==> src/rtl/bptc_pkg.sv <==
// Shared types and constants for the barometer temperature compensation core.
// Used by every module of the block; depends on nothing else.
package bptc_pkg;

  // Field widths.
  localparam int RawW    = 24;
  localparam int CalW    = 16;
  localparam int CfgIdxW = 3;
  localparam int TempW   = 19;
  localparam int PresW   = 22;

  // Intermediate widths.
  localparam int DtW     = RawW + 1;             // D2 - C5*2^8
  localparam int CoefPW  = DtW + CalW;           // dT times a calibration word
  localparam int OffW    = 35;                   // OFF
  localparam int SensW   = 34;                   // SENS
  localparam int SplitW  = 17;                   // SENS is split at this bit
  localparam int SensHiW = SensW - SplitW;
  localparam int PartW   = RawW + SplitW;        // one partial product
  localparam int FullW   = RawW + SensW;         // D1 * SENS
  localparam int DiffW   = FullW - 21 + 1;       // scaled product minus OFF
  localparam int PresXW  = PresW + 1;            // pressure before saturation

  // Scaling constants of the compensation formulas.
  localparam int TempBase      = 2000;
  localparam int TempShift     = 23;
  localparam int RefTempShift  = 8;
  localparam int OffBaseShift  = 16;
  localparam int OffTcShift    = 7;
  localparam int SensBaseShift = 15;
  localparam int SensTcShift   = 8;
  localparam int PresShift1    = 21;
  localparam int PresShift2    = 15;

  // Configuration register indexes.
  typedef enum logic [CfgIdxW-1:0] {
    RegSens       = 3'd0,
    RegOffset     = 3'd1,
    RegSensTempco = 3'd2,
    RegOffTempco  = 3'd3,
    RegRefTemp    = 3'd4,
    RegTempSlope  = 3'd5
  } cfg_reg_t;

  // Calibration words as held in configuration.
  typedef struct packed {
    logic [CalW-1:0] sens;
    logic [CalW-1:0] offset;
    logic [CalW-1:0] sens_tempco;
    logic [CalW-1:0] offset_tempco;
    logic [CalW-1:0] ref_temp;
    logic [CalW-1:0] temp_slope;
  } cal_t;

  // Request passed from the coefficient pipeline to the pressure pipeline.
  typedef struct packed {
    logic                    ok;
    logic [RawW-1:0]         d1;
    logic signed [TempW-1:0] temp;
    logic signed [OffW-1:0]  off;
    logic signed [SensW-1:0] sens;
  } coef_t;

endpackage

==> src/rtl/bptc_cfg_regs.sv <==
// Calibration register file of the compensation core.
// Depends on bptc_pkg for the register indexes and the cal_t bundle.
module bptc_cfg_regs (
  input  logic                          clk,
  input  logic                          rst,
  input  logic                          wr_en,
  input  logic [bptc_pkg::CfgIdxW-1:0]  wr_index,
  input  logic [bptc_pkg::CalW-1:0]     wr_data,
  output bptc_pkg::cal_t                cal
);
  import bptc_pkg::*;

  // Decode the index and update one word; unknown indexes are dropped.
  always_ff @(posedge clk) begin
    if (rst) begin
      cal <= '0;
    end else if (wr_en) begin
      unique case (cfg_reg_t'(wr_index))
        RegSens:       cal.sens          <= wr_data;
        RegOffset:     cal.offset        <= wr_data;
        RegSensTempco: cal.sens_tempco   <= wr_data;
        RegOffTempco:  cal.offset_tempco <= wr_data;
        RegRefTemp:    cal.ref_temp      <= wr_data;
        RegTempSlope:  cal.temp_slope    <= wr_data;
        default: begin
        end
      endcase
    end
  end

endmodule

==> config.mk <==
export PLATFORM = sky130hd
export DESIGN_NAME = bptc_cfg_regs
export DESIGN_NICKNAME = d
export VERILOG_FILES = /design/src/rtl/bptc_pkg.sv /design/src/rtl/bptc_cfg_regs.sv
export SDC_FILE = /design/constraint.sdc
export NUM_CORES = 1
export LEC_CHECK = 0
export BUFFER_PORTS_ARGS = -buffer_cell sky130_fd_sc_hd__buf_4
export CAP_MARGIN = 15
export CORE_AREA = 2 2 87 89
export CTS_CLUSTER_DIAMETER = 80
export DETAILED_ROUTE_END_ITERATION = 10
export DIE_AREA = 0 0 89 91
export GPL_TIMING_DRIVEN = 0
export PLACE_DENSITY = 0.82
export SETUP_SLACK_MARGIN = 0.15
export SYNTH_ARGS = -nofsm -noshare
export SYNTH_HDL_FRONTEND = slang
export SYNTH_SLANG_ARGS = --single-unit
==> constraint.sdc <==
create_clock -name clk -period 1.6 [get_ports clk]
set_input_delay 0.08 -clock clk [delete_from_list [all_inputs] [get_ports clk]]
set_output_delay 0.08 -clock clk [all_outputs]
set_load 0.02 [all_outputs]
# Word level (Yosys, flattened, before mapping)
# Cells that the tools add are included.
# Widths: inputs -> output; s select.
[totals]
reg_bits = 96
input_bits = 22
output_inout_bits = 96
elab_cells = 18
[classes]
n_eq_ne = 5
n_reduce_logical = 7
[op_table]
columns = ["cell", "count"]
rows = [
  ["$reduce_and 2->1", 6],
  ["$eq 3x2->1 const B", 2],
  ["$eq 3x3->1 const B", 2],
  ["$eq 3x1->1 const B", 1],
  ["$logic_not 3->1", 1],
]

# Depth between registers and ports, before layout
[depth]
word_depth = 2
mapped_depth = 4
mapped_depth_nobuf = 2

# Worst setup path before layout
# No wires, ideal clock.
[synth_path]
kind = "in2reg"
start = "input port wr_index[1] in the netlist's numbering"
end = "register cal[85] in the netlist's numbering"
arrival_ns = 0.979
required_ns = 1.476
slack_ns = 0.497
stages = 4
n_path_buf = 2
path_cell_list = "or4b_1 -> buf_2 -> buf_6 -> mux2i_1"
[synth_via]
elab_chain_cells = 2
[synth_rtl]
columns = ["item", "line", "source"]
rows = [
  ["start: declaration", "bptc_cfg_regs.sv:7", "input logic [bptc_pkg::CfgIdxW-1:0] wr_index,"],
  ["$logic_not 3->1", "bptc_cfg_regs.sv:18", "unique case (cfg_reg_t'(wr_index))"],
  ["$reduce_and 2->1 (no line)", "--", ""],
  ["end: declaration", "bptc_cfg_regs.sv:9", "output bptc_pkg::cal_t cal"],
]
# Every way passes these cells.
# A chain may end at the register's enable or synchronous reset.

==> run summary <==
The summed instance area of the synthesized netlist is 0.00378 mm2. The count of buffers added on input and output ports is 116. The fraction of final layout cells sized beyond drive strength 1 was 30.8%; the post-synthesis net count was 358. The layout net count came out at 485.

In the final layout, the registers with the most flip-flops are cal x96. The initial core utilization is 53.0%, and the setup slack after placement is 0.230 ns. The detailed router placed 2797 vias in this run.

Number of pins exceeding their max-slew limit in the final report: 0. Entering global routing, the biggest net connects 17 pins. The tools report the number of antenna violations at the first check in global routing as 0.

For the area of the die, the log shows 0.00810 mm2. Setup violations remaining at the end of the flow were counted as 0. The design draws 4.80 mW. The run finished with clean final reports. Leaving out fill and tap cells, the most frequent cells in the layout are buf_4, nand2b_1, mux2i_1, dfxtp_1, clkbuf_1. The final design utilization was 70.4%; the sum of negative setup slack was 0 ns. The source-to-sink clock delay at the later pin of the worst-skew pair is 0.35 ns.

The core region is 0.00714 mm2. The data required time of the worst path was 1.82 ns. Dividing the detail-routed wire length by the instance count gives 16.2 um. The tools report the tightest slew margin relative to the limit as 58.0%.

Once the clock tree was built, the setup fixing pass inserted 0 buffers. The mean area per synthesized cell was 11.3 um2. The via count of the first global-routing pass was 2842; the clock tree buffer depth was 2. The tool flagged a number of max-cap violations equal to 0. In this run the remaining antenna-violating nets after routing total 0.

The commonest non-fill, non-tap cell in the layout is buf_4. Clock-pin slew was measured on the worst setup and hold paths at 0.09 ns. For the maximum achievable frequency, the log shows 1010 MHz.

The repair_antennas step left the layout with diodes totalling 0. In the finished design, the share of the clock period the worst path needs comes to 62.0%. Synthesis inferred 96 register bits.

Relative to the synthesized area, the layout overhead comes to 32.7%. Counting stages on the worst path, the most repeated cell is clkbuf_1. Data arrives at the worst endpoint at 1.21 ns.

For this block, the initial DRC count from the detailed router was 45. The via-per-instance ratio is 4.93, and the filler cell count is 579. The number of failing hold endpoints at the final stage is 0, and the TritonCTS sink count is 96. The largest fanout on the critical path is 10. The top-level I/O count was 118. The critical path startpoint category is an input port. Number of warnings issued by yosys: 0. The clock arrives with 0 ns of skew.

The run gives 3 as the maximum level of the CTS H-tree. The slowest library cell on the worst path was nand2b_1. The critical path in this run is classified as in2reg.

After detailed routing, the number of remaining DRC violations is 0. The register with the most flip-flops in the layout has 96 of them. Global route total overflow: 0.

The tools report the number of detailed-route iterations in the first pass as 4. The path class of the tightest hold or removal check is in2reg. The tools report the combined global-route utilization of all metal layers as 23.0%.

The ratio of total power to cell area was 955 mW/mm2. TritonCTS built the clock tree. After floorplanning, the core was divided into 31 placement rows. Maximum VDD drop: 479 uV.

The CTS root buffer is clkbuf_8. Gates resized during post-CTS repair numbered 0. Summing all multi-input logic gate instances after layout gives 0.00175 mm2.

The first global-routing pass estimated 14.3 mm of wire. After technology mapping, the gate count stands at 336. The cell leakage power was 2.53 nW; the horizontal die dimension was 89 um. Buffers inserted to repair hold after CTS numbered 0. Setup repair after global routing left no endpoint under its margin.

The number of different library cells used by synthesis comes to 11. At the end of routability-driven placement, the weighted congestion stood at 0.762. The biggest cell delay along the critical path is 0.35 ns, and the final worst slack is 0.608 ns. In this run the vertical extent of the chip is 91 um.

The run gives 9.17 mm as the total wire length after detailed routing. Walking the worst path, the cells encountered are clkbuf_1 -> clkbuf_1 -> nand2b_1 -> mux2i_1. The register with the most flip-flops in the final layout is cal. Summing all flip-flop and latch instances after layout gives 0.00192 mm2. The CTS buffer count is 9, and the slew at the pin closest to its max-slew limit is 0.629 ns.

Type of destination of the critical path: a flip-flop. After layout, the minimum clock period comes to 0.992 ns. For this run, the register share of the synthesized area comes to 50.8%. The post-DP HPWL is 6.77 mm.
synthesized netlist by cell type, drive strengths merged:
| cell type | number | share of area [%] |
|---|---|---|
| nand4bb | 3 | 0.89 |
| clkbuf | 13 | 1.3 |
| mux2i | 96 | 25 |
| nand2b | 112 | 19 |
| dfxtp | 96 | 51 |
| nand4b | 2 | 0.46 |
| or4b | 1 | 0.26 |
| buf | 11 | 1.6 |
| nor4b | 1 | 0.40 |
| and4bb | 1 | 0.33 |
power breakdown:
| part | switching (mW) | total [mW] | internal (mW) |
|---|---|---|---|
| Clock | 0.833 | 1.88 | 1.05 |
| Sequential | 0.0297 | 2.47 | 2.44 |
| Combinational | 0.239 | 0.445 | 0.206 |
| Total | 1.10 | 4.80 | 3.70 |
layout make-up:
cell class,instances,area share [%]
multi-input cells,216,34.9
repair buffers,116,17.3
flip-flops and latches,96,38.3
well taps,99,2.47
clock inverters,6,2.32
clock buffers,10,2.54
plain buffers,24,2.19
per-layer routing:
metal / vias up / part of all wire, % / track usage [%] / wire length [um]
li1: 1371 / - / - / -
met1: 1339 / 44 / 28.7 / 4000
met2: 72 / 50 / 38.3 / 4540
met3: 15 / 4.5 / 4.55 / 416
met4: 0 / 2.2 / 9.33 / 204
met5: - / 0 / 0 / 0
final timing paths:
| check | end | cells after the start | start | slack [ns] |
|---|---|---|---|---|
| worst max-delay path | cal[81]$_SDFFE_PP0P_ | 4 | rst | 0.61 |
| worst min-delay path | cal[82]$_SDFFE_PP0P_ | 3 | wr_index[2] | 0.1 |
| worst max register to register | cal[85]$_SDFFE_PP0P_ | 2 | cal[85]$_SDFFE_PP0P_ | 0.93 |
| worst min register to register | cal[79]$_SDFFE_PP0P_ | 2 | cal[79]$_SDFFE_PP0P_ | 0.48 |
metrics by stage:
stage | std cells | instance area, um2 | hold WS (ns)
floorplan | 336 | 3780 | 0.298
global placement | 551 | 4780 | 0.449
detailed placement | 551 | 4780 | 0.466
CTS | 567 | 5020 | 0.0845
global route | 567 | 5020 | 0.106
finish | 567 | 5020 | 0.0998
critical path: cells and delay by family:
kind,cells,cell delay [ns]
buffers and inverters,2,0.65
multiplexers,1,0.13
AND/OR/NAND/NOR,1,0.35
logic make-up (layout without fill, tap and decap cells):
kind of cell / Yosys count / after routing / share of synthesized area (%)
AND/OR/NAND/NOR: 120 / 120 / 20.9
buffers and inverters: 24 / 156 / 2.91
flip-flops: 96 / 96 / 50.8
multiplexers: 96 / 96 / 25.4
(Power assumes the default switching activity.)
