--- src/rtl/bptc_pkg.sv ---
// Shared types and constants for the barometer temperature compensation core.
// Used by every module of the block; depends on nothing else.
package bptc_pkg;

  // Field widths.
  localparam int RawW    = 24;
  localparam int CalW    = 16;
  localparam int CfgIdxW = 3;
  localparam int TempW   = 19;
  localparam int PresW   = 22;

  // Intermediate widths.
  localparam int DtW     = RawW + 1;             // D2 - C5*2^8
  localparam int CoefPW  = DtW + CalW;           // dT times a calibration word
  localparam int OffW    = 35;                   // OFF
  localparam int SensW   = 34;                   // SENS
  localparam int SplitW  = 17;                   // SENS is split at this bit
  localparam int SensHiW = SensW - SplitW;
  localparam int PartW   = RawW + SplitW;        // one partial product
  localparam int FullW   = RawW + SensW;         // D1 * SENS
  localparam int DiffW   = FullW - 21 + 1;       // scaled product minus OFF
  localparam int PresXW  = PresW + 1;            // pressure before saturation

  // Scaling constants of the compensation formulas.
  localparam int TempBase      = 2000;
  localparam int TempShift     = 23;
  localparam int RefTempShift  = 8;
  localparam int OffBaseShift  = 16;
  localparam int OffTcShift    = 7;
  localparam int SensBaseShift = 15;
  localparam int SensTcShift   = 8;
  localparam int PresShift1    = 21;
  localparam int PresShift2    = 15;

  // Configuration register indexes.
  typedef enum logic [CfgIdxW-1:0] {
    RegSens       = 3'd0,
    RegOffset     = 3'd1,
    RegSensTempco = 3'd2,
    RegOffTempco  = 3'd3,
    RegRefTemp    = 3'd4,
    RegTempSlope  = 3'd5
  } cfg_reg_t;

  // Calibration words as held in configuration.
  typedef struct packed {
    logic [CalW-1:0] sens;
    logic [CalW-1:0] offset;
    logic [CalW-1:0] sens_tempco;
    logic [CalW-1:0] offset_tempco;
    logic [CalW-1:0] ref_temp;
    logic [CalW-1:0] temp_slope;
  } cal_t;

  // Request passed from the coefficient pipeline to the pressure pipeline.
  typedef struct packed {
    logic                    ok;
    logic [RawW-1:0]         d1;
    logic signed [TempW-1:0] temp;
    logic signed [OffW-1:0]  off;
    logic signed [SensW-1:0] sens;
  } coef_t;

endpackage

--- src/rtl/bptc_coef.sv ---
// First three pipeline stages: temperature difference, the three dT
// products, then temperature, OFF and SENS. Depends on bptc_pkg.
module bptc_coef (
  input  logic                         clk,
  input  logic                         rst,
  input  bptc_pkg::cal_t               cal,
  input  logic                         in_valid,
  output logic                         in_ready,
  input  logic [bptc_pkg::RawW-1:0]    d1_in,
  input  logic [bptc_pkg::RawW-1:0]    d2_in,
  output logic                         out_valid,
  input  logic                         out_ready,
  output bptc_pkg::coef_t              out_data
);
  import bptc_pkg::*;

  logic                     v1, v2, v3;
  logic                     rdy1, rdy2, rdy3;
  logic                     s1_ok, s2_ok;
  logic [RawW-1:0]          s1_d1, s2_d1;
  logic signed [DtW-1:0]    s1_dt;
  logic signed [CoefPW-1:0] s2_p6, s2_p4, s2_p3;
  logic signed [DtW-1:0]    dt_next;

  // A stage moves when it is empty or the next one moves.
  assign rdy3      = !v3 || out_ready;
  assign rdy2      = !v2 || rdy3;
  assign rdy1      = !v1 || rdy2;
  assign in_ready  = rdy1;
  assign out_valid = v3;

  always_ff @(posedge clk) begin
    if (rst) begin
      v1 <= 1'b0;
      v2 <= 1'b0;
      v3 <= 1'b0;
    end else begin
      if (rdy1) v1 <= in_valid;
      if (rdy2) v2 <= v1;
      if (rdy3) v3 <= v2;
    end
  end

  assign dt_next = $signed({1'b0, d2_in})
                 - $signed({1'b0, cal.ref_temp, {RefTempShift{1'b0}}});

  // Stage 1: temperature difference and the missing-reading check.
  always_ff @(posedge clk) begin
    if (rdy1 && in_valid) begin
      s1_ok <= (d1_in != '0) && (d2_in != '0);
      s1_d1 <= d1_in;
      s1_dt <= dt_next;
    end
  end

  // Stage 2: the three products of dT with calibration words.
  always_ff @(posedge clk) begin
    if (rdy2 && v1) begin
      s2_ok <= s1_ok;
      s2_d1 <= s1_d1;
      s2_p6 <= CoefPW'(s1_dt) * CoefPW'($signed({1'b0, cal.temp_slope}));
      s2_p4 <= CoefPW'(s1_dt) * CoefPW'($signed({1'b0, cal.offset_tempco}));
      s2_p3 <= CoefPW'(s1_dt) * CoefPW'($signed({1'b0, cal.sens_tempco}));
    end
  end

  // Stage 3: scale the products and add the base terms.
  always_ff @(posedge clk) begin
    if (rdy3 && v2) begin
      out_data.ok   <= s2_ok;
      out_data.d1   <= s2_d1;
      out_data.temp <= TempW'(s2_p6 >>> TempShift) + TempW'(TempBase);
      out_data.off  <= OffW'($signed({1'b0, cal.offset, {OffBaseShift{1'b0}}}))
                     + OffW'(s2_p4 >>> OffTcShift);
      out_data.sens <= SensW'($signed({1'b0, cal.sens, {SensBaseShift{1'b0}}}))
                     + SensW'(s2_p3 >>> SensTcShift);
    end
  end

endmodule

--- config.mk ---
export PLATFORM = sky130hd
export DESIGN_NAME = bptc_coef
export DESIGN_NICKNAME = d
export VERILOG_FILES = /design/src/rtl/bptc_pkg.sv /design/src/rtl/bptc_coef.sv
export SDC_FILE = /design/constraint.sdc
export NUM_CORES = 2
export LEC_CHECK = 0
export ABC_CLOCK_PERIOD_IN_PS = 21100
export BUFFER_PORTS_ARGS = -buffer_cell sky130_fd_sc_hd__buf_4
export CORE_ASPECT_RATIO = 0.8
export CORE_MARGIN = 10
export CORE_UTILIZATION = 60
export DETAILED_ROUTE_END_ITERATION = 16
export PLACE_DENSITY = 0.78
export SETUP_SLACK_MARGIN = 0.1
export SLEW_MARGIN = 0
export SYNTH_ARGS = -nofsm -noshare
export SYNTH_HDL_FRONTEND = slang
export SYNTH_SLANG_ARGS = --single-unit
--- constraint.sdc ---
create_clock -name clk -period 21.1 [get_ports clk]
set_clock_uncertainty 0.2 [all_clocks]
set_input_delay 5.275 -clock clk [delete_from_list [all_inputs] [get_ports clk]]
set_output_delay 5.275 -clock clk [all_outputs]
set_load 0.005 [all_outputs]
# Word level (Yosys, flattened, before mapping)
# Index checks and enable logic that the tools add are counted.
# word_totals
regBits	314
input_bits	148
output_inout_bits	115
word_cells	35
# classes
n_addsub	4
n_mul	3
reduce_logical	12
# op_table
cell	n
$mul 25x17->41	3
$reduce_bool 24->1	2
$add 33x34->35	1
$add 32x33->34	1
$sub 24x24->25	1
$add 18x12->19 const B	1
$logic_and 1x1->1	4
$logic_not 1->1	3
$logic_or 1x1->1	3

# Depth between registers and ports, before layout
# logic_depth
depth_word	5
ltp_mapped	26
depth_no_buf	24

# Worst setup path before layout
# No wires, ideal clock.
# synth_timing
path_kind	input to register
from	input port out_ready
to	register s2_d1[0], enable pin
setup_ns	0.747
arrival_ns	13.327
required_time_ns	20.153
slack_ns	6.826
cell_stages	2
path_buffers	0
path_cell_list	nor2b_1 a21boi_0
# synth_between
elab_chain_cells	3
# synth_lines
element	line_no	text
from (decl)	bptc_coef.sv:12	input logic out_ready,
$logic_or 1x1->1	bptc_coef.sv:26	assign rdy3 = !v3 || out_ready;
$logic_or 1x1->1	bptc_coef.sv:27	assign rdy2 = !v2 || rdy3;
$logic_and 1x1->1	bptc_coef.sv:58	if (rdy2 && v1) begin
to (signal assigned)	bptc_coef.sv:60	s2_d1 <= s1_d1;
to (decl)	bptc_coef.sv:20	logic [RawW-1:0] s1_d1, s2_d1;
# No other way between the ends.
# A chain may end at the register's enable or synchronous reset.

# Worst setup path in the final report
# layout_timing
from	input port cal[50] (netlist bit)
to	register s2_p3[40] (data pin)
# layout_between
elab_chain_cells	1
# layout_lines
element	line_no	text
from (decl)	bptc_coef.sv:6	input bptc_pkg::cal_t cal,
$mul 25x17->41	bptc_coef.sv:63	s2_p3 <= CoefPW'(s1_dt) * CoefPW'($signed({1'b0, cal.sens_tempco}));
to (signal assigned)	bptc_coef.sv:63	
to (decl)	bptc_coef.sv:22	logic signed [CoefPW-1:0] s2_p6, s2_p4, s2_p3;
# No other way between the ends.

==> run metrics <==
outcome finished, final reports clean; Max-Slew Margin vs Limit 25.4%; die height roughly 280 µm; gr ovfl total 0; DRC viols 0; clock root buffer clkbuf_16; type of origin of the critical path input port; CP required about 21 ns; initial DRC count 2280; CTS clk-pin slew, worst paths 0.06 ns; Hold Path Class reg -> reg; Most Crowded Layer GR met2; Least-Margin Pin Slew 1.12 ns; gr usage total 25.4%; cts hold-fix bufs 0; DP HPWL 91000 µm; M1 GR Usage between 30% and 40%; Synth Area in Adders 52.5%; Ports 263; FMAX 84.5 MHz; r2r setup slk 13.03 ns; multi-input logic area about 38000 µm²; layout cells sized above 1 between 6 and 7%; Synth Area per Inst 9.76 µm²; Place WS just under 9 ns; synth-to-layout area growth 7.58%; Syn Nets ~7.0k; Filler Cell Count 6814; vias in the first global route roughly 40k; Bufs and invs on worst path 5; setup bufs post-CTS 0; Max-cap violations 0; PnR worst setup slack 9.26 ns; most used cell, CP fa_1; antenna violations before repair 3; #FFs+latches synth 276; GPL Wtd Cong just under 0.9; IO Port Bufs 262; fin nets between 7k and 8k; CTS sink cnt between 200 and 300; largest net degree at the start of global routing 74; Synth Area in XOR/XNOR 2.65%; Synth Area in Compound Gates 3.49%; dpl cells 6544; EDFF count, synth 273; YS warnings 0; worst-skew pair later-pin latency about 0.6 ns; std cell rows 96; first-pass GRT wire length 204000 µm; vias per std cell 5.43; Final Max Tran Viols 0; Num CTS Buffers 34; FFs w/ async S/R, synth 0%; Tcrit/Tclk final a little under three fifths; mux cell area share after synthesis 0%; core area between 80000 and 90000 µm²; sequential fraction of the synthesis area 15.8%; Finished Layout Cells ~6.6k; post-layout min period 11.84 ns; DR WL/cell 18.1 µm; Worst Path Max Fanout 25; Synth cell types 66; setup_tns 0 ns; H-tree depth 2; Gate Count Post-Synth 5353; Reg area just over 8000 µm²; die area 99300 µm²; detailed-route wire length 120000 µm; CP cell instances buf_4 > and2_1 > fa_1 > inv_1 > fa_1 > inv_1 > fa_1 > inv_1 > fa_1 > fa_1 > fa_1 > inv_1 > ha_1 > a21oi_1 > nand3_1 > or3_1 > nor3_2 > o31ai_2 > a221oi_2 > o211ai_1 > a21oi_1 > xnor2_1; Worst path top cell family by delay adder cells; CTS tree done; Crit. End Element register; largest family of logic cells by synthesized area adder cells; GRT met2 Usage 42.3%; drt pass-1 iters 6; kind of critical path in -> reg; clock buffer depth 3; die width between 300 and 400 µm; unrepaired setup endpoints after global routing no; max incr delay on CP 0.58 ns; Post-synth top flop edfxtp_1; DR vias 35.9k; Initial Utilization 60.7%; count of final hold-check violations 0; setup violators final 0; slowest cell on the critical path fa_1; Synth Area in Simple Gates 13.8%; Post-Syn Area ~52000 µm²; # resized after CTS 0; Arrival @ worst endpoint 11.94 ns; GR Layer Usage met3 4.53%; post-route antenna net violation count 0
cells in the mapped netlist (all sizes together), types with 7 or more instances:
master / number / area, µm²
nand2: 790 / 2970
nand2b: 9 / 56.3
ha: 343 / 4290
nor3: 29 / 150
o21bai: 9 / 67.6
xor2: 37 / 324
or2: 7 / 43.8
o31ai: 7 / 57.6
o21a: 22 / 173
edfxtp: 273 / 8200
nor2b: 16 / 100
nor4: 21 / 131
fa: 1155 / 23100
nor2: 77 / 289
and3: 25 / 161
o21ai: 45 / 229
or3: 11 / 68.8
a211oi: 10 / 85.1
inv: 1406 / 5280
nand4: 15 / 93.8
a31oi: 15 / 109
a21oi: 98 / 498
a21o: 32 / 240
xnor2: 121 / 1060
nand3: 28 / 140
a21boi: 7 / 52.6
and2: 465 / 2910
clkbuf: 228 / 867
worst paths after layout:
check                           from                endpoint  cells after the start
setup reg to reg  s1_dt[7]$_DFFE_PP_     s2_p4[37]$_DFFE_PP_                     23
hold / removal    s2_d1[2]$_DFFE_PP_  out_data[90]$_DFFE_PP_                      0
setup / recovery             cal[50]     s2_p3[40]$_DFFE_PP_                     22
hold reg to reg   s2_d1[2]$_DFFE_PP_  out_data[90]$_DFFE_PP_                      0
registers in the layout (all words and copies together) (netlist names):
register / flops
out_data: 113
s1_dt: 25
s1_ok: 1
v2: 1
s2_d1: 24
v1: 1
s2_ok: 1
s2_p4: 34
s2_p6: 18
s1_d1: 24
out_valid: 1
s2_p3: 33
metal layers:
layer  part of all wire [%]  vias to the layer above
met1                     40                    18355
met3                    7.9                      256
met2                     49                     1366
li1                       -                    15888
met4                    2.9                        4
met5                  0.023                        -
area by class of cell:
cell class / instances / share of cell area [%]
clock buffer: 38 / 1.58
tap: 1127 / 2.51
inverter: 1406 / 9.39
antenna: 1 / 0.00445
multi-input combinational: 3442 / 67.4
timing repair buffer: 293 / 3.91
clock inverter: 24 / 0.528
sequential: 276 / 14.7
logic make-up (layout without fill, tap and decap cells):
| family | after synthesis | after routing |
|---|---|---|
| other cells | 0 | 1 |
| fa+ha+maj | 1498 | 1498 |
| xor+xnor | 158 | 158 |
| flops | 276 | 276 |
| simple gates | 1505 | 1505 |
| compound gates | 281 | 281 |
| buf+inv | 1635 | 1761 |
metrics by stage:
stage	cell area, µm²	hold slack, ns	utilization (%)
after CTS	56200	0.215	65.3
final	56200	0.217	65.3
after global routing	56200	0.222	65.3
after detailed placement	55000	0.205	64.0
after floorplan	52200	0.200	-
after global placement	55000	0.201	64.0
placed cells by master (no fill, tap or decap), types with 6 or more instances in the layout:
cell type  netlist  routed
o31ai_1          6       6
a211oi_1         8       8
xor2_1          37      37
nor2b_1         16      15
and3_1          21      21
o211ai_1         6       6
a21boi_0         7       6
clkinv_2         0       6
nor2_1          77      77
nand4_1         15      15
or3_1           11      11
buf_4            0     293
and2_1         465     465
nand2_1        790     790
o21bai_1         9       9
xnor2_1        121     121
inv_1         1406    1406
or2_2            7       7
a21o_1          32      32
edfxtp_1       273     273
o21a_1          21      21
a21oi_1         96      96
nand3_1         28      28
nand2b_1         9       9
fa_1          1155    1155
clkbuf_16        0      35
nor4_1          21      21
a31oi_1         14      13
o21ai_0         44      44
nor3_1          28      28
ha_1           343     343
Power is not shown: default switching activity piles up to over one toggle a cycle in this logic, so the estimate is an artifact.
