==> src/rtl/bptc_pkg.sv <==
// Shared types and constants for the barometer temperature compensation core.
// Used by every module of the block; depends on nothing else.
package bptc_pkg;

  // Field widths.
  localparam int RawW    = 24;
  localparam int CalW    = 16;
  localparam int CfgIdxW = 3;
  localparam int TempW   = 19;
  localparam int PresW   = 22;

  // Intermediate widths.
  localparam int DtW     = RawW + 1;             // D2 - C5*2^8
  localparam int CoefPW  = DtW + CalW;           // dT times a calibration word
  localparam int OffW    = 35;                   // OFF
  localparam int SensW   = 34;                   // SENS
  localparam int SplitW  = 17;                   // SENS is split at this bit
  localparam int SensHiW = SensW - SplitW;
  localparam int PartW   = RawW + SplitW;        // one partial product
  localparam int FullW   = RawW + SensW;         // D1 * SENS
  localparam int DiffW   = FullW - 21 + 1;       // scaled product minus OFF
  localparam int PresXW  = PresW + 1;            // pressure before saturation

  // Scaling constants of the compensation formulas.
  localparam int TempBase      = 2000;
  localparam int TempShift     = 23;
  localparam int RefTempShift  = 8;
  localparam int OffBaseShift  = 16;
  localparam int OffTcShift    = 7;
  localparam int SensBaseShift = 15;
  localparam int SensTcShift   = 8;
  localparam int PresShift1    = 21;
  localparam int PresShift2    = 15;

  // Configuration register indexes.
  typedef enum logic [CfgIdxW-1:0] {
    RegSens       = 3'd0,
    RegOffset     = 3'd1,
    RegSensTempco = 3'd2,
    RegOffTempco  = 3'd3,
    RegRefTemp    = 3'd4,
    RegTempSlope  = 3'd5
  } cfg_reg_t;

  // Calibration words as held in configuration.
  typedef struct packed {
    logic [CalW-1:0] sens;
    logic [CalW-1:0] offset;
    logic [CalW-1:0] sens_tempco;
    logic [CalW-1:0] offset_tempco;
    logic [CalW-1:0] ref_temp;
    logic [CalW-1:0] temp_slope;
  } cal_t;

  // Request passed from the coefficient pipeline to the pressure pipeline.
  typedef struct packed {
    logic                    ok;
    logic [RawW-1:0]         d1;
    logic signed [TempW-1:0] temp;
    logic signed [OffW-1:0]  off;
    logic signed [SensW-1:0] sens;
  } coef_t;

endpackage

==> src/rtl/bptc_press.sv <==
// Last three pipeline stages: D1 times SENS as two partial products, their
// sum, then OFF removal, scaling and saturation. Depends on bptc_pkg.
module bptc_press (
  input  logic                            clk,
  input  logic                            rst,
  input  logic                            in_valid,
  output logic                            in_ready,
  input  bptc_pkg::coef_t                 in_data,
  output logic                            out_valid,
  input  logic                            out_stall,
  output logic signed [bptc_pkg::TempW-1:0] temp_hundredths,
  output logic signed [bptc_pkg::PresW-1:0] pressure_hundredths,
  output logic                            result_valid
);
  import bptc_pkg::*;

  logic                      v4, v5;
  logic                      rdy4, rdy5, rdy6;
  logic                      s4_ok, s5_ok;
  logic signed [TempW-1:0]   s4_temp, s5_temp;
  logic signed [OffW-1:0]    s4_off, s5_off;
  logic [PartW-1:0]          s4_plo;
  logic signed [PartW-1:0]   s4_phi;
  logic signed [FullW-1:0]   s5_full;
  logic signed [DiffW-1:0]   diff;
  logic signed [PresXW-1:0]  pres_wide;
  logic signed [PresW-1:0]   pres_sat;

  // Ready chain back from the output register.
  assign rdy6     = !out_valid || !out_stall;
  assign rdy5     = !v5 || rdy6;
  assign rdy4     = !v4 || rdy5;
  assign in_ready = rdy4;

  always_ff @(posedge clk) begin
    if (rst) begin
      v4        <= 1'b0;
      v5        <= 1'b0;
      out_valid <= 1'b0;
    end else begin
      if (rdy4) v4 <= in_valid;
      if (rdy5) v5 <= v4;
      if (rdy6) out_valid <= v5;
    end
  end

  // Stage 4: low half of SENS is unsigned, high half carries the sign.
  always_ff @(posedge clk) begin
    if (rdy4 && in_valid) begin
      s4_ok   <= in_data.ok;
      s4_temp <= in_data.temp;
      s4_off  <= in_data.off;
      s4_plo  <= PartW'(in_data.d1) * PartW'(in_data.sens[SplitW-1:0]);
      s4_phi  <= PartW'($signed(in_data.sens[SensW-1:SplitW]))
               * PartW'($signed({1'b0, in_data.d1}));
    end
  end

  // Stage 5: recombine the partial products.
  always_ff @(posedge clk) begin
    if (rdy5 && v4) begin
      s5_ok   <= s4_ok;
      s5_temp <= s4_temp;
      s5_off  <= s4_off;
      s5_full <= (FullW'(s4_phi) <<< SplitW) + FullW'($signed({1'b0, s4_plo}));
    end
  end

  // Stage 6 logic: remove OFF, scale, saturate to the output width.
  assign diff      = DiffW'(s5_full >>> PresShift1) - DiffW'(s5_off);
  assign pres_wide = PresXW'(diff >>> PresShift2);
  always_comb begin
    if (pres_wide[PresXW-1] != pres_wide[PresW-1]) begin
      pres_sat = pres_wide[PresXW-1] ? {1'b1, {(PresW-1){1'b0}}}
                                     : {1'b0, {(PresW-1){1'b1}}};
    end else begin
      pres_sat = pres_wide[PresW-1:0];
    end
  end

  // Output register; a missing reading gives zero values.
  always_ff @(posedge clk) begin
    if (rdy6 && v5) begin
      result_valid        <= s5_ok;
      temp_hundredths     <= s5_ok ? s5_temp : '0;
      pressure_hundredths <= s5_ok ? pres_sat : '0;
    end
  end

endmodule

==> config.mk <==
export PLATFORM = sky130hd
export DESIGN_NAME = bptc_press
export DESIGN_NICKNAME = d
export VERILOG_FILES = /design/src/rtl/bptc_pkg.sv /design/src/rtl/bptc_press.sv
export SDC_FILE = /design/constraint.sdc
export NUM_CORES = 2
export LEC_CHECK = 0
export ABC_AREA = 1
export BUFFER_PORTS_ARGS = -buffer_cell sky130_fd_sc_hd__buf_2
export CELL_PAD_IN_SITES_DETAIL_PLACEMENT = 0
export CELL_PAD_IN_SITES_GLOBAL_PLACEMENT = 1
export CORE_MARGIN = 1
export CORE_UTILIZATION = 45
export DETAILED_ROUTE_END_ITERATION = 16
export GPL_ROUTABILITY_DRIVEN = 0
export PLACE_DENSITY_LB_ADDON = 0.1
export SLEW_MARGIN = 15
export SYNTH_ARGS = -nofsm -noshare
export SYNTH_HDL_FRONTEND = slang
export SYNTH_SLANG_ARGS = --single-unit
==> constraint.sdc <==
create_clock -name clk -period 7.1 [get_ports clk]
set_input_delay 1.42 -clock clk [delete_from_list [all_inputs] [get_ports clk]]
set_output_delay 1.42 -clock clk [all_outputs]
set_load 0.02 [all_outputs]
# Yosys cells after proc, flatten, opt, wreduce, memory -nomap -nowiden
# Index checks and enable logic that the tools add are counted.
[word_totals]
word_cells = 32
out_inout_bits = 44
ff_bits = 295
[classes]
multipliers = 2
n_reduce_logical = 10
n_mux = 2
eq_ne = 1
addsub = 2
[op_table]
columns = ["operator", "n"]
rows = [
  ["adder 58 x 42 -> 58 bit", 1],
  ["two-way mux 22 bit", 2],
  ["multiplier 17 x 25 -> 41 bit", 1],
  ["multiplier 24 x 17 -> 41 bit", 1],
  ["subtractor 37 x 35 -> 38 bit", 1],
  ["zero test 1 bit", 4],
  ["logical AND 1 bit", 3],
  ["logical OR 1 bit", 3],
  ["!= test 1 bit", 1],
]

# Longest topological paths before layout
[logic_depth]
word_depth = 5
ltp_mapped = 29
depth_no_buf = 27

# Worst setup path after synthesis
# OpenSTA, ideal clock, no wires.
[synth_path]
path_kind = "input port to flip-flop"
from = "input out_stall"
to = "register s4_off[0], enable pin"
slack_ns = -0.184
arrival_ns = 6.681
required_ns = 6.497
stages = 5
path_cell_list = "nand2_1 -> nor2_1 -> inv_1 -> nor2_1 -> nor2_1"
[synth_between]
elab_chain_cells = 5
[synth_rtl]
columns = ["element", "line", "rtl"]
rows = [
  ["start, declared", "bptc_press.sv:10", "input logic out_stall,"],
  ["zero test 1 bit", "bptc_press.sv:30", "assign rdy6 = !out_valid || !out_stall;"],
  ["logical OR 1 bit", "bptc_press.sv:30", ""],
  ["logical OR 1 bit", "bptc_press.sv:31", "assign rdy5 = !v5 || rdy6;"],
  ["logical OR 1 bit", "bptc_press.sv:32", "assign rdy4 = !v4 || rdy5;"],
  ["logical AND 1 bit", "bptc_press.sv:49", "if (rdy4 && in_valid) begin"],
  ["end signal, assigned", "bptc_press.sv:52", "s4_off <= in_data.off;"],
  ["end, declared", "bptc_press.sv:21", "logic signed [OffW-1:0] s4_off, s5_off;"],
]
# No other way between the ends.
# A chain may end at the register's enable or synchronous reset.

# Worst setup path after layout
[layout_path]
from = "input in_data[103] in the netlist's numbering"
to = "register s4_phi[35] (data pin)"
[layout_between]
elab_chain_cells = 1
[layout_rtl]
columns = ["element", "line", "rtl"]
rows = [
  ["start, declared", "bptc_press.sv:8", "input bptc_pkg::coef_t in_data,"],
  ["multiplier 17 x 25 -> 41 bit", "bptc_press.sv:55", "* PartW'($signed({1'b0, in_data.d1}));"],
  ["end signal, assigned", "bptc_press.sv:54", "s4_phi <= PartW'($signed(in_data.sens[SensW-1:SplitW]))"],
  ["end, declared", "bptc_press.sv:23", "logic signed [PartW-1:0] s4_phi;"],
]
# No other way between the ends.

==> impl_metrics.env <==
export IMPL_drt_wl_total_mm=109.8
export IMPL_firstDrtPassIters=5
export IMPL_clock_skew_ns=0.01997
export IMPL_pre_cts_slack_ns=-0.08380
export IMPL_final_setup_tns_ns=0
export IMPL_finalCriticalPeriod_ns=6.598
export IMPL_whs_endpoint="s5_off[23]"
export IMPL_status="complete, no violations"
export IMPL_vias_per_cell=4.839
export IMPL_setup_slack_ns=0.5017
export IMPL_clock_sinks=257
export IMPL_setup_violations_final=0
export IMPL_detail_route_antenna_nets=0
export IMPL_wl_per_cell_um=17.28
export IMPL_clock_fmax_mhz=151.6
export IMPL_dp_hpwl_mm=92.96
export IMPL_grt_pass1_wl_mm=176.7
export IMPL_grt_setup_unrepaired="no"
export IMPL_layout_commonest_cell="inv_1"
export IMPL_rr_endpoint="pressure_hundredths[19]"
export IMPL_syn_area_mm2=0.04002
export IMPL_start_util_pct=45.36
export IMPL_post_route_period_util_pct=92.93
export IMPL_start_kind="input pin"
export IMPL_clk_pin_slew_ns=0.06
export IMPL_diodes=0
export IMPL_drv_cap=0
export IMPL_grt_pass1_vias=31770
export IMPL_yosysUniqueCellTypes=45
export IMPL_maxSlewViolCount=0
export IMPL_synth_edf_count=254
export IMPL_hold_viol=0
export IMPL_synth_flop_cell="edfxtp_1"
export IMPL_dieArea_mm2=0.09014
export IMPL_cts_tree="yes"
export IMPL_r2r_cells=14
export IMPL_rows=109
export IMPL_crit_path_max_fanout=22
export IMPL_arrival_ns=6.92
export IMPL_ys_ff_latch=257
export IMPL_h_tree_depth=1
export IMPL_die_h_um=300.2
export IMPL_grt_max_degree=121
export IMPL_dpl_instance_area_mm2=0.04378
export IMPL_cp_end_kind="flop"
export IMPL_cts_path_max_buffers=3
export IMPL_critPathRequiredTime_ns=7.42
export IMPL_ys_async_sr_fraction_pct=0
export IMPL_synthCells=4908
export IMPL_hold_buffers=0
export IMPL_r2r_start="s5_full[40]"
export IMPL_worst_slew_pin_slew_ns=0.9291
export IMPL_drive_gt1_share_pct=9.271
export IMPL_io_pins=161
export IMPL_layout_common_cells="1399 x inv_1, 1282 x nand2_1, 656 x fa_1"
export IMPL_die_w_um=300.2
export IMPL_hold_path_class="flop to flop"
export IMPL_syn_num_nets=5990
export IMPL_clkLatencyLatePin_ns=0.57
export IMPL_synth_seq_area_share_pct=19.21
export IMPL_cts_made_buffers=26
export IMPL_drt_iter0_drc=2006
export IMPL_vias=30740
export IMPL_antenna_found_initial=4
export IMPL_fin_area_mm2=0.04456
export IMPL_hold_depth=0
export IMPL_nets=6252
export IMPL_grtUsageTotal_pct=25.16
export IMPL_synth_warnings=0
export IMPL_grt_overflow=0
export IMPL_max_slew_margin_pct=38.06
export IMPL_drc=0
export IMPL_postCtsSetupBuffers=0
export IMPL_crit_type="input pin to flop"
export IMPL_hp_start="s4_off[23]"
export IMPL_cts_resized=0
export IMPL_reg2reg_slack_ns=4.17
export IMPL_core_area_mm2=0.08824
export IMPL_portBuffers=160
export IMPL_syn_area_per_cell_um2=8.154
export IMPL_cts_root_buf="clkbuf_16"
export IMPL_synthToLayoutAreaGrowth_pct=11.34
export IMPL_startpoint="in_data[103]"
[worst max path at each step]
stage | depth (start not counted) | slack (ns) | end
finish | 23 | 0.50 | s4_phi[35]
global route | 21 | 0.20 | s4_plo[27]
CTS | 23 | 0.52 | s4_phi[39]
detailed placement | 21 | -0.08 | s4_phi[39]
global placement | 23 | -0.09 | s4_phi[39]
floorplan | 22 | 0.34 | s4_phi[30]
[flip-flops by register name, indices dropped and copies added, names as in the netlist, 19 cells and up]
name and count:
s5_temp 19, temp_hundredths 19, s4_phi 41, s4_off 35, s5_full 37, s4_plo 24, pressure_hundredths 22, s5_off 35
s4_temp 19
[cell families after synthesis]
| kind of cell | count (synthesis) | share of synthesized area [%] |
|---|---|---|
| xor+xnor | 96 | 2.101 |
| simple gates | 1664 | 16.35 |
| fa+ha+maj | 965 | 42.47 |
| flops | 257 | 19.21 |
| compound gates | 355 | 5.071 |
| buf+inv | 1571 | 14.80 |
[layout make-up]
type	count	area (um^2)
Multi-Input combinational cell	3080	26430
Clock inverter	16	108.9
Timing Repair Buffer	404	2945
Fill cell	8714	43680
Sequential cell	257	7687
Inverter	1401	5264
Clock buffer	30	665.6
Tap cell	1165	1458
[synth_stat cells (2+ instances only)]
cell type	n	area [um^2]
nand2_1	1282	4812
xnor2_1	32	280.3
o21ai_1	6	30.03
clkbuf_1	167	626.9
a21oi_2	10	87.58
or2_2	10	62.56
edfxtp_1	254	7627
nand3_2	3	30.03
ha_1	309	3866
nor3_1	18	90.09
dfxtp_1	3	60.06
fa_1	656	13130
and2_1	3	18.77
a21boi_0	5	37.54
o21a_1	6	45.04
nand3_1	78	390.4
and3_1	2	12.51
a31oi_1	24	150.1
nor4_1	12	75.07
a21o_1	22	165.2
nor2_1	230	863.3
xor2_1	64	560.5
nor2_2	4	25.02
a221oi_1	2	17.52
buf_4	2	15.01
inv_1	1400	5255
nand2_2	6	37.54
o21ai_0	72	360.4
o2111ai_1	2	17.52
a21oi_1	172	860.8
o21bai_1	23	172.7
o211ai_1	6	45.04
nand4_1	11	68.82
[worst max-delay path, stage by stage]
cell and delay, ns:
buf_2 0.30, buf_4 0.25, nand2_1 0.05, inv_1 0.05, fa_1 0.54, inv_1 0.06, fa_1 0.54, inv_1 0.06
fa_1 0.53, fa_1 0.45, fa_1 0.51, inv_1 0.05, fa_1 0.47, inv_1 0.04, ha_1 0.30, a21oi_1 0.33
o21ai_0 0.24, o21bai_1 0.21, a21oi_1 0.13, nand2_1 0.11, nand2_1 0.07, nand2_1 0.05, xor2_1 0.13
[through the flow]
stage                     utilization [%]  hold WS, ns  std cells
after detailed placement            49.62       0.4056       6307
after floorplan                         -       0.4003       4908
after CTS                           50.50       0.4171       6353
final                               50.50       0.4154       6353
after global placement              49.62       0.4007       6307
after global routing                50.50       0.4240       6353
[metal layers]
metal  wire [um]  global-route usage (%)  vias to the layer above
met3        6050                   2.442                       94
met5          51                       0                        -
met2       50120                   40.84                      745
met1       51670                   36.70                    15010
li1            -                       -                    14890
met4        1912                   4.750                        8
Power is not shown: default switching activity piles up to over one toggle a cycle in this logic, so the estimate is an artifact.
